===== config.mk =====
export PLATFORM = sky130hd
export DESIGN_NAME = afp_ctrl
export DESIGN_NICKNAME = d
export VERILOG_FILES = /design/src/rtl/core/afp_pkg.sv /design/src/rtl/core/afp_ctrl.sv
export SDC_FILE = /design/constraint.sdc
export NUM_CORES = 1
export LEC_CHECK = 0
export BUFFER_PORTS_ARGS = -buffer_cell sky130_fd_sc_hd__buf_2
export CAP_MARGIN = 10
export CORE_MARGIN = 2
export CORE_UTILIZATION = 32
export CTS_CLUSTER_DIAMETER = 60
export CTS_CLUSTER_SIZE = 28
export DETAILED_ROUTE_END_ITERATION = 8
export GPL_TIMING_DRIVEN = 0
export SLEW_MARGIN = 20
export SYNTH_ARGS = -nofsm -noshare
export SYNTH_HDL_FRONTEND = slang
export SYNTH_SLANG_ARGS = --single-unit

===== constraint.sdc =====
create_clock -name clk -period 2.3 [get_ports clk]
set_clock_uncertainty 0.05 [all_clocks]
set_input_delay 0.345 -clock clk [delete_from_list [all_inputs] [get_ports clk]]
set_output_delay 0.345 -clock clk [all_outputs]
set_load 0.01 [all_outputs]

===== src/rtl/core/afp_pkg.sv =====
// ----------------------------------------------------------------------------
// afp_pkg
// Shared types and constants of the acoustic phasor field point unit.
// ----------------------------------------------------------------------------
`default_nettype none

package afp_pkg;

  localparam logic REQ_LOAD = 1'b0;
  localparam logic REQ_EVAL = 1'b1;

  localparam logic REG_WAVE_NUMBER    = 1'b0;
  localparam logic REG_ACTIVE_SOURCES = 1'b1;

  localparam logic [31:0] WAVE_NUMBER_RESET    = 32'd48913166;
  localparam logic [6:0]  ACTIVE_SOURCES_RESET = 7'd1;

  localparam logic [30:0] C1 = 31'd1686629713;
  localparam logic [30:0] C3 = 31'd693598668;
  localparam logic [30:0] C5 = 31'd85569306;
  localparam logic [30:0] C7 = 31'd5026995;
  localparam logic [30:0] C9 = 31'd172272;

  localparam logic [30:0] ONE_Q30   = 31'h4000_0000;
  localparam logic [31:0] LEVEL_MAX = 32'hFFFF_FFFF;

  typedef enum logic [5:0] {
    ST_IDLE, ST_READ, ST_DIFF, ST_SQX, ST_SQY, ST_SQZ, ST_SUM, ST_ROOT, ST_WAIT,
    ST_PHASE, ST_INDEX, ST_QS_SQ, ST_QS_X2, ST_QS_M9, ST_QS_P7, ST_QS_M7,
    ST_QS_P5, ST_QS_M5, ST_QS_P3, ST_QS_M3, ST_QS_P1, ST_QS_MX, ST_QS_END,
    ST_MUL_C, ST_MUL_S, ST_ACC, ST_LV_ABS, ST_LV_SQA, ST_LV_SQB, ST_LV_SUM,
    ST_LV_ROOT, ST_LV_WAIT, ST_DONE
  } state_t;

  typedef enum logic [5:0] {
    OP_NONE, OP_LOAD, OP_START, OP_READ, OP_DIFF, OP_SQX, OP_SQY, OP_SQZ,
    OP_SUM, OP_ROOT, OP_PHASE, OP_INDEX, OP_QS_SQ, OP_QS_X2, OP_QS_M9,
    OP_QS_P7, OP_QS_M7, OP_QS_P5, OP_QS_M5, OP_QS_P3, OP_QS_M3, OP_QS_P1,
    OP_QS_MX, OP_QS_END, OP_MUL_C, OP_MUL_S, OP_ACC, OP_LV_ABS, OP_LV_SQA,
    OP_LV_SQB, OP_LV_SUM, OP_LV_ROOT, OP_OUT
  } dp_op_t;

  typedef struct packed {
    dp_op_t op;
    logic   sel_b;
  } dp_cmd_t;

  typedef struct packed {
    logic busy;
    logic last_src;
    logic no_src;
  } dp_stat_t;

endpackage

`default_nettype wire


===== src/rtl/core/afp_ctrl.sv =====
// ----------------------------------------------------------------------------
// afp_ctrl
// Sequencer that steps the datapath through each source and the level stage.
// ----------------------------------------------------------------------------
`default_nettype none

module afp_ctrl import afp_pkg::*; (
  input  wire logic     clk,
  input  wire logic     rst_n,
  input  wire logic     in_valid,
  input  wire logic     in_req_type,
  output logic          in_stall,
  output logic          out_valid,
  input  wire logic     out_stall,
  input  wire dp_stat_t stat,
  output dp_cmd_t       cmd
);

  state_t state_r, state_nxt;
  logic   pass_r, pass_nxt;
  logic   out_valid_r, out_valid_nxt;

  always_ff @(posedge clk) begin
    if (!rst_n) begin
      state_r     <= ST_IDLE;
      pass_r      <= 1'b0;
      out_valid_r <= 1'b0;
    end else begin
      state_r     <= state_nxt;
      pass_r      <= pass_nxt;
      out_valid_r <= out_valid_nxt;
    end
  end

  always_comb begin
    state_nxt     = state_r;
    pass_nxt      = pass_r;
    out_valid_nxt = out_valid_r && out_stall;
    cmd.op        = OP_NONE;
    cmd.sel_b     = pass_r;
    in_stall      = 1'b1;
    case (state_r)
      ST_IDLE: begin
        in_stall = 1'b0;
        if (in_valid) begin
          if (in_req_type == REQ_EVAL) begin
            cmd.op    = OP_START;
            state_nxt = stat.no_src ? ST_LV_ABS : ST_READ;
          end else begin
            cmd.op = OP_LOAD;
          end
        end
      end
      ST_READ:  begin cmd.op = OP_READ;  state_nxt = ST_DIFF;  end
      ST_DIFF:  begin cmd.op = OP_DIFF;  state_nxt = ST_SQX;   end
      ST_SQX:   begin cmd.op = OP_SQX;   state_nxt = ST_SQY;   end
      ST_SQY:   begin cmd.op = OP_SQY;   state_nxt = ST_SQZ;   end
      ST_SQZ:   begin cmd.op = OP_SQZ;   state_nxt = ST_SUM;   end
      ST_SUM:   begin cmd.op = OP_SUM;   state_nxt = ST_ROOT;  end
      ST_ROOT:  begin cmd.op = OP_ROOT;  state_nxt = ST_WAIT;  end
      ST_WAIT: begin
        if (!stat.busy) begin
          state_nxt = ST_PHASE;
        end
      end
      ST_PHASE: begin cmd.op = OP_PHASE; state_nxt = ST_INDEX; end
      ST_INDEX: begin
        cmd.op    = OP_INDEX;
        pass_nxt  = 1'b0;
        state_nxt = ST_QS_SQ;
      end
      ST_QS_SQ: begin cmd.op = OP_QS_SQ; state_nxt = ST_QS_X2; end
      ST_QS_X2: begin cmd.op = OP_QS_X2; state_nxt = ST_QS_M9; end
      ST_QS_M9: begin cmd.op = OP_QS_M9; state_nxt = ST_QS_P7; end
      ST_QS_P7: begin cmd.op = OP_QS_P7; state_nxt = ST_QS_M7; end
      ST_QS_M7: begin cmd.op = OP_QS_M7; state_nxt = ST_QS_P5; end
      ST_QS_P5: begin cmd.op = OP_QS_P5; state_nxt = ST_QS_M5; end
      ST_QS_M5: begin cmd.op = OP_QS_M5; state_nxt = ST_QS_P3; end
      ST_QS_P3: begin cmd.op = OP_QS_P3; state_nxt = ST_QS_M3; end
      ST_QS_M3: begin cmd.op = OP_QS_M3; state_nxt = ST_QS_P1; end
      ST_QS_P1: begin cmd.op = OP_QS_P1; state_nxt = ST_QS_MX; end
      ST_QS_MX: begin cmd.op = OP_QS_MX; state_nxt = ST_QS_END; end
      ST_QS_END: begin
        cmd.op = OP_QS_END;
        if (!pass_r) begin
          pass_nxt  = 1'b1;
          state_nxt = ST_QS_SQ;
        end else begin
          state_nxt = ST_MUL_C;
        end
      end
      ST_MUL_C: begin cmd.op = OP_MUL_C; state_nxt = ST_MUL_S; end
      ST_MUL_S: begin cmd.op = OP_MUL_S; state_nxt = ST_ACC;   end
      ST_ACC: begin
        cmd.op    = OP_ACC;
        state_nxt = stat.last_src ? ST_LV_ABS : ST_READ;
      end
      ST_LV_ABS:  begin cmd.op = OP_LV_ABS;  state_nxt = ST_LV_SQA;  end
      ST_LV_SQA:  begin cmd.op = OP_LV_SQA;  state_nxt = ST_LV_SQB;  end
      ST_LV_SQB:  begin cmd.op = OP_LV_SQB;  state_nxt = ST_LV_SUM;  end
      ST_LV_SUM:  begin cmd.op = OP_LV_SUM;  state_nxt = ST_LV_ROOT; end
      ST_LV_ROOT: begin cmd.op = OP_LV_ROOT; state_nxt = ST_LV_WAIT; end
      ST_LV_WAIT: begin
        if (!stat.busy) begin
          state_nxt = ST_DONE;
        end
      end
      ST_DONE: begin
        if (!out_valid_r || !out_stall) begin
          cmd.op        = OP_OUT;
          out_valid_nxt = 1'b1;
          state_nxt     = ST_IDLE;
        end
      end
      default: state_nxt = ST_IDLE;
    endcase
  end

  assign out_valid = out_valid_r;

endmodule

`default_nettype wire


==> impl_metrics.csv <==
group,metric,value,unit
route,wire_per_inst,12.9,um
die,rows,16,
critical_path,worstPathArrival,1.84,ns
layout,layout.cells.non_filler,149,
yosys,synth_warnings,0,
yosys,syn_area_per_cell,6.83,sq um
place,place_area,817,sq um
layout,fill_cells,220,
layout,final_util,0.420,
critical_path,path_max_fanout,10,
clock_network,cts_tree,"yes",
die,io_pins,17,
layout,fin_area,848,sq um
yosys,synth_fa_ha_area_frac,0,
die,die_h,50.9,um
route,drt-total-wl,1930,um
yosys,synth_top_area_frac,0.228,
yosys,ys_ff_latch,8,
critical_path,start_kind,"flop",
sta,max_freq,447,MHz
clock_network,clk_latency,0.26,ns
layout,regArea,160,sq um
yosys,synth_area,703,sq um
sta,relSlewSlack,0.684,
clock_network,cts_sinks,8,
sta,hold_violations,0,
yosys,synth_fp_nets,111,
yosys,synth_xor_area_frac,0.0249,
clock_network,clk_pin_slew_worst_paths,0.06,ns
route,dr.pass1.iters,4,
yosys,async_flop_share,0,
global_routing,grt_max_degree,11,
clock_network,cts_buffers,3,
place,place_inst,146,
route,antenna_left,0,
yosys,yosysUniqueCellTypes,35,
place,io_buffers,16,
die,core_area,2020,sq um
power_and_ir_drop,power_density,1200,nW/um^2
yosys,synth-edff-count,0,
global_routing,grt.total_usage,0.168,
sta,period_needed,2.24,ns
sta,final_max_slew_viol_count,0,
clock_network,cts_max_level,1,
yosys,yosysSeqAreaShare,0.228,
global_routing,antenna_found_initial,0,
yosys,synth_top_family_by_area,"simple AND/OR/NAND/NOR gates",
clock_network,post_cts_buffers,0,
yosys,yosys.area_share.simple,0.343,
sta,setup_viol_count_final,0,
critical_path,crit_required,1.90,ns
die,die_x,50.9,um
clock_network,cts_buffer_depth,2,
layout,syn2layout_area_growth,20.6,%
route,vias,830,
yosys,synth_compound_area_frac,0.319,
layout,n_antenna_cell,0,
sta,timing.final.crit_share,0.972,
place,gp_congestion,0.910,
sta,rsz0062_at_grt,"true",
min_path,hp-class,"input port to flop",
global_routing,grt_pass1_wl,3320,um
critical_path,crit_type,"flop to output pin",
critical_path,cp-end-kind,"output pin",
yosys,synth_mux_area_frac,0,
run_status,status,"complete, no violations",
clock_network,cts-root-buf,"clkbuf_4",
layout,drive_above_1_share,0.221,
yosys,synthTopCellsByArea,"dfxtp_1, a21oi_1, nand2_1",
yosys,synth_ff_type,"dfxtp_1",
yosys,synth_top_area_cell,"dfxtp_1",
place,hpwl,1490,um
run,maxCapViolCount,0,
global_routing,grt_pass1_vias,788,
power_and_ir_drop,ir_drop,0.418,mV
route,initialDrtViolationCount,17,
die,dieArea,2590,sq um
route,drc_errors,0,
global_routing,overflow,0,
sta,worst_pin_slew,0.475,ns
power_and_ir_drop,p_leak,0.343,nW
yosys,syn_inst,103,
layout,multi_input_area,488,sq um
layout,fin_nets,132,
die,start_util,0.348,
route,via_per_inst,5.57,
-- synth_stat cells (2+ instances only) --
master     n
o21ai_1    3
nand3_1    2
clkbuf_1   6
nand2b_1   5
inv_1      4
nand4_1    2
o21ai_0    5
nor2b_1    2
a21boi_0   3
dfxtp_1    8
o22ai_1    2
or4_1      2
o21a_1     3
a21oi_1   12
o21bai_1   2
nor2_1     8
nand2_1   14
nor4b_1    3
-- worst max-delay path: stages, from the launching register on --
cell,delay [ns]
dfxtp_1,0.30
buf_6,0.13
or3_4,0.38
nor3_2,0.31
a32oi_1,0.16
a21oi_1,0.16
buf_2,0.15
-- cells in the final DEF, fill, tap and decap left out, types with 2 or more instances in the layout --
master	n
a21boi_0	3
a21oi_1	12
buf_2	17
clkbuf_1	4
clkbuf_2	2
clkbuf_4	3
dfxtp_1	8
inv_1	4
nand2_1	14
nand2b_1	5
nand3_1	2
nand4_1	2
nor2_1	8
nor2b_1	2
nor4b_1	3
o21a_1	3
o21ai_0	5
o21ai_1	3
o21bai_1	2
o22ai_1	2
or4_1	2
-- worst paths after layout --
path,slack (ns),cells after the start,start,end
setup reg to reg,0.55,6,state_r[2],state_r[0]
hold / removal,0.28,2,rst_n,state_r[5]
hold reg to reg,0.47,2,out_valid,out_valid
setup / recovery,0.06,6,state_r[0],cmd[1]
-- report_power, final --
group	total (mW)	leakage (nW)	switching [mW]	internal, mW
clock	0.106	0.0138	0.0461	0.0596
combinational	0.708	0.264	0.407	0.301
sequential	0.204	0.0651	0.0329	0.171
-- cell type report --
type,count,area share
Inverter,4,0.0177
Multi-Input combinational cell,82,0.575
Buffer,9,0.0575
Clock buffer,3,0.0265
Tap cell,27,0.0398
Sequential cell,8,0.189
Timing Repair Buffer,16,0.0944
-- registers in the layout (all words and copies together), names as in the netlist --
name       flops
state_r        6
out_valid      1
pass_r         1
-- routing by layer --
layer,vias up,track usage,wire length (um)
met5,-,0,0
met4,0,0.0766,22
met3,3,0.0351,106
met2,27,0.281,904
met1,386,0.205,893
li1,414,-,-
-- logic make-up after synthesis --
group | count (synthesis)
xor gates and xnor gates | 2
and+or+nand+nor | 44
AOI/OAI and AO/OA | 36
buffers and inverters | 13
DFF | 8
-- what timing repair did --
item / 4_1_cts / 5_1_grt
hold buffers: 0 / 0
resized for setup: 2 / 4
setup endpoints to repair: 3 / 3
cloned: 0 / 0
-- through the flow --
step | hold WS (ns) | setup WS, ns | setup TNS (ns) | total power, mW
2_1_floorplan | 0.413 | 0.323 | 0 | 0.704
3_3_place_gp | 0.451 | 0.142 | 0 | 0.888
3_5_place_dp | 0.455 | 0.139 | 0 | 0.889
4_1_cts | 0.280 | 0.0350 | 0 | 1.01
5_1_grt | 0.288 | -0.0511 | -0.117 | 1.11
6_report | 0.282 | 0.0636 | 0 | 1.02
Power figures use the tool's default switching activity.
